$ cat src/hw/rtl/bbms_pkg.sv
// Package of the bipartite bit matrix switch: sizes, types and operation codes.
// Depends on nothing; used by the address unit, bit memory and top level.
package bbms_pkg;

  localparam int MaxRows = 64;
  localparam int MaxCols = 64;
  localparam int Depth   = MaxRows * MaxCols;
  localparam int AddrW   = $clog2(Depth);
  localparam int RowW    = $clog2(MaxRows);
  localparam int ColW    = $clog2(MaxCols);
  localparam int NodeW   = 7;
  localparam int CntW    = 7;
  localparam int KindW   = 3;
  localparam int IdxW    = 2;
  localparam int ProdW   = AddrW + CntW;

  typedef logic [AddrW-1:0] addr_t;
  typedef logic [RowW-1:0]  row_t;
  typedef logic [ColW-1:0]  col_t;
  typedef logic [CntW-1:0]  cnt_t;
  typedef logic [NodeW-1:0] node_t;
  typedef logic [ProdW-1:0] prod_t;

  localparam cnt_t CntReset = 7'd64;

  typedef enum logic [KindW-1:0] {
    KindSet    = 3'd0,
    KindRead   = 3'd1,
    KindFlip   = 3'd2,
    KindTest   = 3'd3,
    KindSwitch = 3'd4
  } kind_e;

  typedef enum logic [IdxW-1:0] {
    RegRows = 2'd0,
    RegCols = 2'd1
  } reg_e;

  typedef struct packed {
    logic  we;
    logic  re;
    addr_t addr;
    logic  wdata;
  } mem_req_t;

endpackage

$ cat src/hw/rtl/bbms_addr_unit.sv
// Shared address unit of the bit matrix: registers row * stride + column.
// Depends on bbms_pkg.
module bbms_addr_unit (
  input  logic           clk_i,
  input  logic           en_i,
  input  bbms_pkg::row_t row_i,
  input  bbms_pkg::col_t col_i,
  input  bbms_pkg::cnt_t stride_i,
  output bbms_pkg::addr_t addr_o
);

  bbms_pkg::prod_t sum;
  bbms_pkg::addr_t addr_q;

  assign sum = bbms_pkg::prod_t'(row_i) * bbms_pkg::prod_t'(stride_i)
             + bbms_pkg::prod_t'(col_i);

  always_ff @(posedge clk_i) begin
    if (en_i) begin
      addr_q <= bbms_pkg::addr_t'(sum);
    end
  end

  assign addr_o = addr_q;

endmodule

$ cat config.mk
export PLATFORM = sky130hd
export DESIGN_NAME = bbms_addr_unit
export DESIGN_NICKNAME = d
export VERILOG_FILES = /design/src/hw/rtl/bbms_pkg.sv /design/src/hw/rtl/bbms_addr_unit.sv
export SDC_FILE = /design/constraint.sdc
export NUM_CORES = 1
export LEC_CHECK = 0
export BUFFER_PORTS_ARGS = -buffer_cell sky130_fd_sc_hd__buf_2
export CAP_MARGIN = 20
export CORE_UTILIZATION = 55
export DETAILED_ROUTE_END_ITERATION = 8
export PLACE_DENSITY = 0.79
export SLEW_MARGIN = 20
export SYNTH_ARGS = -nofsm -noshare
export SYNTH_HDL_FRONTEND = slang
export SYNTH_SLANG_ARGS = --single-unit
export TNS_END_PERCENT = 10
$ cat constraint.sdc
create_clock -name clk_i -period 7.45 [get_ports clk_i]
set_input_delay 2.235 -clock clk_i [delete_from_list [all_inputs] [get_ports clk_i]]
set_output_delay 2.235 -clock clk_i [all_outputs]
set_load 0.005 [all_outputs]
# After elaboration in Yosys (flattened, before gate mapping)
# Cells that the tools add are included.
# word_totals
word_cells,3
latchBits,0
ramBits,0
reg_bits,12
out_inout_bits,12
n_memories,0
mem_bits_ro,0
# op_classes
add_sub_neg,1
magnitude_cmp,0
n_bitwise,0
n_eq_ne,0
multipliers,1
n_shift,0
n_reduce_logical,0
div,0
n_mux,0
# op_table
cell,count
adder 12 x 6 -> 12 bit,1
multiplier 6 x 7 -> 12 bit,1

# Logic depth before layout (Yosys ltp)
# Gate-level depths: netlist (run 1).
# logic_depth
depth_word,2
ltp_mapped,14

# Worst setup path after synthesis (run 1)
# No wires, ideal clock.
# synth_timing
kind,input to register
from,in row_i[2]
to,"reg addr_q[10] (netlist: addr_o[10]), data pin"
required_ns,7.185
setup_slack_ns,1.281
path_buffers,0
arrival_time_ns,5.904
path_stages,14
cell_sequence,and2_1 > fa_1 > inv_1 > fa_1 > inv_1 > fa_1 > inv_1 > fa_1 > inv_1 > ha_1 > and3_2 > a2111oi_4 > nor3_1 > or3_1
# synth_between
elab_chain_cells,2
# synth_lines
element,line_no,rtl
from (decl),bbms_addr_unit.sv:6,"input bbms_pkg::row_t row_i,"
multiplier 6 x 7 -> 12 bit,bbms_addr_unit.sv:15,assign sum = bbms_pkg::prod_t'(row_i) * bbms_pkg::prod_t'(stride_i)
adder 12 x 6 -> 12 bit,bbms_addr_unit.sv:16,+ bbms_pkg::prod_t'(col_i);
net sum[10],bbms_addr_unit.sv:12,bbms_pkg::prod_t sum;
to (signal assigned),bbms_addr_unit.sv:20,addr_q <= bbms_pkg::addr_t'(sum);
to (decl),bbms_addr_unit.sv:13,bbms_pkg::addr_t addr_q;
# The timed path passes the listed nets, and every way through them passes these cells.
# A chain may end at the register's enable or synchronous reset.

# Worst setup path after layout (run 1)
# Same ends and word-level chain as after synthesis.

==> flow_summary.toml, run 1 <==
[route]
via_per_inst = 5.33
drt_iter0_drc = 51
wl_met1_um = 1610
firstDrtPassIters = 4
drc_errors = 0
top_layer_used = "met3"
met2_length_um = 1770
vias = 1359
wl_met3_um = 77
wl_per_cell_um = 13.5
antenna_left = 0
drt_wl_total_um = 3450

[final_layout]
largest_reg_flops = 12
fill_cells = 280
drive_gt1_share_pct = 20.4
fin_nets = 287
syn_to_final_growth_pct = 12.6
finalInstanceArea_um2 = 2120
diodes = 0

[die]
coreArea_um2 = 3150
design.die.area_um2 = 3660
io_pins = 33
fp.dieH_um = 60.5
row_count = 20
initial_core_util_pct = 59.7
die_w_um = 60.5

[sta]
setup_viol = 0
slew_violations = 0
worstMarginPinSlew_ns = 0.430
grt_setup_unrepaired = "no"
finalCritPeriodShare_pct = 83.0
maxSlewHeadroom_pct = 71.3
finalHoldViolCount = 0
worst_slack_ns = 1.26
period_needed_ns = 6.19
fin_setup_tns_ns = 0
fmax_ghz = 0.162

[synth]
ys_types = 28
ys.flop_type = "edfxtp_1"
synth_common_cells = "and2_1 (30), ha_1 (30), fa_1 (23)"
synth_edf_count = 12
async_reset_ff_share_pct = 0
syn_area_um2 = 1880
ys_seq_area_share_pct = 19.1
synth_cells = 176
ys_top_cells_by_area = "fa_1 (24%), ha_1 (20%), edfxtp_1 (19%), and2_1 (10%), xnor2_1 (4.7%)"
avgSynthCellArea_um2 = 10.7
yosys.area.top_type = "fa_1"
synth_top_area_share_pct = 24.5
ys_warn_count = 0
syn_nets = 250
ys_ff_latch = 12

[clocking]
cts_sinks = 12
cts_buffer_depth = 2
path_clk_slew_ns = 0.07
postCtsHoldBufs = 0
cts-root-buf = "clkbuf_4"
cts_tree = "yes"
cts_max_level = 1
numCtsBuffers = 3
cts_setup_buffers = 0
post_cts_resized = 0

[hold_path]
hold_path_class = "in2reg"
holdPathStages = 2

[setup_path]
end_kind = "register"
critPathKind = "in2reg"
crit_fanout = 7
arrival_ns = 6.20
worstPathRequired_ns = 7.46
startpoint_type = "input port"

[power]
total_leakage_power_nw = 1.07
p_total_uw = 533
peakVddDrop_mv = 0.189
p_per_area_nw_per_um2 = 252

[status]
status = "finished clean"

[global_route]
grt_usage_pct = 21.5
grt_max_degree = 13
grt_first_pass_wirelength_um = 5930
antenna_found_initial = 0
grt_overflow = 0
grt_pass1_vias = 1421

[place]
placed_area_um2 = 2100
place.gp.congestion = 0.901
port_buffers = 32
place_ws_ns = 0.963
dpl.hpwl_um = 3000

[job]
maxCapViolCount = 0
==> power by group <==
group / internal, mW / switching, mW
sequential: 0.120 / 0.00562
clock: 0.0187 / 0.0196
combinational: 0.175 / 0.194
total: 0.314 / 0.220
==> logic make-up (layout without fill, tap and decap cells) <==
family	count (synthesis)	after routing	share of synthesized area, %
and+or+nand+nor	62	62	18.4
AOI/OAI and AO/OA	19	19	8.91
adders and majority gates	53	53	44.4
buffers and inverters	18	53	3.59
DFF	12	12	19.1
xor gates and xnor gates	12	12	5.59
==> layout by cell type (no fill, tap or decap), types with 2 or more instances in the layout <==
cell / count
a211oi_1: 5
a21o_1: 3
a21oi_1: 4
and2_1: 30
and3_1: 2
and3_2: 2
buf_2: 32
clkbuf_4: 3
edfxtp_1: 12
fa_1: 23
ha_1: 30
inv_1: 18
nand2_1: 14
nor2_1: 5
nor3_1: 3
xnor2_1: 10
xor2_1: 2
==> cell type report <==
cell class / instances / area [um2] / area share [%]
Timing Repair Buffer: 32 / 160 / 7.56
Clock buffer: 3 / 22.5 / 1.06
Sequential cell: 12 / 360 / 17.0
Tap cell: 44 / 55.1 / 2.60
Inverter: 18 / 67.6 / 3.19
Multi-Input combinational cell: 146 / 1450 / 68.6
==> per-layer routing <==
layer,vias up,global-route usage (%)
li1,674,-
met1,660,29.2
met2,25,38.3
met3,0,2.56
met4,0,2.60
met5,-,0
==> stage by stage <==
step	util, %	instances	hold WS (ns)
detailed placement	66.5	252	2.58
CTS	67.2	255	2.30
floorplan	-	176	2.35
global route	67.2	255	2.29
global placement	66.5	252	2.55
finish	67.2	255	2.29
==> path summary, 6_finish.rpt <==
kind              startpoint                    to  slack, ns
setup / recovery    row_i[2]  addr_o[10]$_DFFE_PP_       1.26
hold / removal      col_i[0]   addr_o[0]$_DFFE_PP_       2.29
==> critical path, cell delays in order <==
cell,delay [ns]
buf_2,0.13
and2_1,0.17
fa_1,0.53
inv_1,0.05
fa_1,0.48
inv_1,0.06
fa_1,0.52
inv_1,0.05
fa_1,0.49
inv_1,0.05
ha_1,0.36
and3_2,0.23
a2111oi_4,0.39
nor3_1,0.10
or3_1,0.35
Power figures use the tool's default switching activity.
==> run 2: changes to the inputs <==
- ABC_AREA: unset -> 1
- CORE_UTILIZATION: 55 -> 52
- PLACE_DENSITY: 0.79 -> 0.78
- clock period: 7.45 -> 5.28 ns (I/O delays scaled with it)
==> flow_summary.toml, run 2 <==
[clocking]
cts_buffer_depth = 2
cts_tree = "yes"
cts-root-buf = "clkbuf_8"
numCtsBuffers = 3
post_cts_resized = 0
cts_sinks = 12
cts_setup_buffers = 0
path_clk_slew_ns = 0.05
cts_max_level = 1
postCtsHoldBufs = 0

[sta]
finalHoldViolCount = 0
period_needed_ns = 4.99
grt_setup_unrepaired = "no"
maxSlewHeadroom_pct = 81.7
fin_setup_tns_ns = 0
setup_viol = 0
whs_ns = 1.64
finalCritPeriodShare_pct = 94.6
slew_violations = 0
fmax_ghz = 0.200
worstMarginPinSlew_ns = 0.272

[job]
maxCapViolCount = 0

[setup_path]
worstPathRequired_ns = 5.28
startpoint_type = "input port"
end_kind = "register"
crit_fanout = 7
arrival_ns = 4.99
critPathKind = "in2reg"

[die]
row_count = 22
io_pins = 33
coreArea_um2 = 3660
design.die.area_um2 = 4060
fp.dieH_um = 63.7
initial_core_util_pct = 54.1
die_w_um = 63.7

[route]
firstDrtPassIters = 4
drt_wl_total_um = 3670
via_per_inst = 4.88
wl_per_cell_um = 10.7
antenna_left = 0
vias = 1673
drc_errors = 0
drt_iter0_drc = 87

[global_route]
grt_overflow = 0
grt_usage_pct = 20.4
grt_pass1_vias = 1578
antenna_found_initial = 0
grt_first_pass_wirelength_um = 6410
grt_max_degree = 13

[power]
comb_power_share_pct = 66.3
p_per_area_nw_per_um2 = 336
power.internal_uw = 426
total_leakage_power_nw = 1.46
peakVddDrop_mv = 0.134
p_sw_share_pct = 44.5
pwr-share-seq_pct = 22.7
p_clk_share_pct = 11.0
p_switching_uw = 341

[synth]
ys_ff_latch = 12
async_reset_ff_share_pct = 0
ys_top_cells_by_area = "fa_1 (23%), ha_1 (19%), edfxtp_1 (18%), nand2_1 (17%), inv_1 (12%)"
synth.most_common_cell = "nand2_1"
synth_common_cells = "nand2_1 (88), inv_1 (61), ha_1 (30)"
syn_area_um2 = 1980
avgSynthCellArea_um2 = 7.80
syn_nets = 328
synth_cells = 254
ys_seq_area_share_pct = 18.2
ys_warn_count = 0
ys_types = 16
yosys.area.top_type = "fa_1"
synth_top_area_share_pct = 23.2
synth_edf_count = 12
ys.flop_type = "edfxtp_1"

[final_layout]
final_common_cell = "nand2_1"
syn_to_final_growth_pct = 15.3
drive_gt1_share_pct = 15.3
fill_cells = 335
largest_reg_flops = 12
diodes = 0
layout_common_cells = "nand2_1 (88), inv_1 (61), buf_2 (32)"
fin_nets = 370
utilization_pct = 62.4

[hold_path]
holdPathStages = 2
hold_path_class = "in2reg"

[status]
status = "finished clean"

[place]
dpl.hpwl_um = 3220
place.gp.congestion = 0.870
port_buffers = 32
[run 2: cells by family after synthesis]
group | Yosys count | share of synthesized area, %
AOI/OAI and AO/OA | 6 | 1.83
xor gates and xnor gates | 6 | 2.65
adders and majority gates | 53 | 42.2
buffers and inverters | 62 | 11.7
DFF | 12 | 18.2
and+or+nand+nor | 115 | 23.4
[run 2: metrics by stage]
step / setup WS (ns) / instance area [um2] / total power, mW / std cells
floorplan: 0.387 / 1980 / 0.553 / 254
global placement: 0.107 / 2240 / 0.675 / 339
detailed placement: 0.0505 / 2240 / 0.687 / 339
CTS: 0.290 / 2280 / 0.776 / 343
global route: 0.129 / 2280 / 0.857 / 343
finish: 0.288 / 2280 / 0.767 / 343
[run 2: worst paths after layout]
path	end	start	slack, ns
worst max-delay path	addr_o[10]$_DFFE_PP_	row_i[2]	0.29
worst min-delay path	addr_o[0]$_DFFE_PP_	col_i[0]	1.64
[run 2: final cells by class]
class / count / area, um2 / area share (%)
flip-flops and latches: 12 / 360 / 15.8
repair buffers: 37 / 198 / 8.66
clock inverters: 1 / 3.75 / 0.164
well taps: 48 / 60.1 / 2.63
multi-input cells: 180 / 1390 / 60.8
inverters: 62 / 233 / 10.2
clock buffers: 3 / 41.3 / 1.81
[run 2: power by group through the flow]
stage          clock network, mW  registers (mW)  logic, mW
3_3_place_gp                   0           0.175      0.500
2_1_floorplan                  0           0.183      0.370
4_1_cts                   0.0864           0.175      0.514
6_report                  0.0846           0.174      0.508
3_5_place_dp                   0           0.177      0.510
5_1_grt                   0.0938           0.176      0.587
[run 2: layer usage]
metal	up-vias	track usage, %	share of wire [%]
met3	10	3.44	4.1
met4	0	6.25	1.9
met5	-	0	0
li1	851	-	-
met1	766	26.0	44
met2	46	34.8	50
[run 2: critical path, cell delays in order]
cell	delay, ns
buf_2	0.14
nand2_1	0.07
inv_1	0.05
fa_1	0.52
inv_1	0.05
fa_1	0.47
inv_1	0.05
fa_1	0.53
inv_1	0.05
fa_1	0.49
inv_1	0.04
ha_1	0.33
a21oi_1	0.22
nand2_1	0.11
nand2_1	0.10
nand3_1	0.07
nand2_1	0.06
nand2_1	0.04
==> run 3: changes to the inputs <==
- CORE_ASPECT_RATIO: unset -> 0.5
- CORE_UTILIZATION: 52 -> 27
- PLACE_DENSITY: 0.78 -> unset
==> flow_summary.toml, run 3 (synthesis gave the netlist of run 2 again) <==
[status]
status = "finished clean"

[route]
wl_per_cell_um = 9.98
drc_errors = 0
drt_wl_total_um = 3910
firstDrtPassIters = 4
via_per_inst = 4.16
drt_iter0_drc = 64
vias = 1629
antenna_left = 0

[power]
peakVddDrop_mv = 0.135
power.internal_uw = 475
pwr-share-seq_pct = 21.3
p_sw_share_pct = 41.9
p_clk_share_pct = 16.0
p_per_area_nw_per_um2 = 339
total_leakage_power_nw = 1.50
p_switching_uw = 342
comb_power_share_pct = 62.7

[clocking]
post_cts_resized = 0
path_clk_slew_ns = 0.04
cts_max_level = 1
cts_setup_buffers = 0
postCtsHoldBufs = 0
cts_tree = "yes"
cts_sinks = 12
cts-root-buf = "clkbuf_16"
numCtsBuffers = 3
cts_buffer_depth = 2

[final_layout]
diodes = 0
fill_cells = 750
syn_to_final_growth_pct = 21.9
utilization_pct = 35.1
largest_reg_flops = 12
fin_nets = 376
drive_gt1_share_pct = 17.0
final_common_cell = "nand2_1"
layout_common_cells = "nand2_1 (88), inv_1 (61), buf_2 (32)"

[sta]
finalCritPeriodShare_pct = 93.3
fin_setup_tns_ns = 0
grt_setup_unrepaired = "no"
fmax_ghz = 0.203
maxSlewHeadroom_pct = 82.2
finalHoldViolCount = 0
worstMarginPinSlew_ns = 0.265
setup_viol = 0
slew_violations = 0
period_needed_ns = 4.93

[die]
die_w_um = 123
initial_core_util_pct = 28.8
design.die.area_um2 = 7700
row_count = 21
fp.dieH_um = 62.6
io_pins = 33
coreArea_um2 = 6880

[setup_path]
startpoint_type = "input port"
arrival_ns = 4.91
worstPathRequired_ns = 5.26
crit_fanout = 6
end_kind = "register"
critPathKind = "in2reg"

[global_route]
grt_first_pass_wirelength_um = 6580
grt_overflow = 0
grt_max_degree = 13
grt_pass1_vias = 1525
antenna_found_initial = 0
grt_usage_pct = 10.9

[place]
port_buffers = 32
dpl.hpwl_um = 3580
place.gp.congestion = 0.854

[job]
maxCapViolCount = 0

[hold_path]
hold_path_class = "in2reg"
run 3: cell count changes in the layout (fill, tap and decap cells not counted):
cell / change
buf_4: +6
clkbuf_16: +3
clkbuf_8: -3
clkinv_1: -1
run 3: layout make-up:
class                           instances  area (um2)  area share [%]
Timing Repair Buffer                   43         243            10.1
Multi-Input combinational cell        180        1390            57.5
Sequential cell                        12         360            14.9
Inverter                               62         233            9.64
Tap cell                               92         115            4.77
Clock buffer                            3        75.1            3.11
run 3: worst max-delay path, cell delays in order:
cell and delay, ns:
buf_2 0.13, nand2_1 0.06, inv_1 0.05, fa_1 0.50, inv_1 0.05, fa_1 0.47, inv_1 0.05, fa_1 0.52
inv_1 0.05, fa_1 0.49, inv_1 0.04, ha_1 0.34, a21oi_1 0.22, nand2_1 0.11, a21oi_1 0.16, xnor2_1 0.08
run 3: power by group through the flow:
stage,Sequential (mW),Clock (mW),Combinational (mW)
2_1_floorplan,0.183,0,0.370
3_3_place_gp,0.177,0,0.513
3_5_place_dp,0.176,0,0.515
4_1_cts,0.175,0.135,0.520
5_1_grt,0.176,0.138,0.594
6_report,0.174,0.131,0.512
run 3: path summary, 6_finish.rpt:
path | cells past startpoint | slack [ns] | endpoint | startpoint
hold / removal | 2 | 1.66 | addr_o[0]$_DFFE_PP_ | col_i[0]
setup / recovery | 16 | 0.35 | addr_o[6]$_DFFE_PP_ | stride_i[4]
run 3: per-stage QoR:
step | area, um2 | hold WS, ns | power (mW) | setup WS [ns] | cells
final | 2410 | 1.66 | 0.817 | 0.351 | 392
after global routing | 2410 | 1.66 | 0.908 | 0.110 | 392
after CTS | 2410 | 1.65 | 0.829 | 0.343 | 392
after detailed placement | 2340 | 1.89 | 0.691 | 0.0824 | 389
after global placement | 2340 | 1.89 | 0.690 | 0.119 | 389
after floorplan | 1980 | 1.70 | 0.553 | 0.387 | 254
run 3: per-layer routing:
metal,track usage [%],wire [um],up-vias
li1,-,-,863
met1,15.5,1980,734
met2,16.5,1680,26
met3,1.37,163,6
met4,4.67,89,0
met5,0,0,-
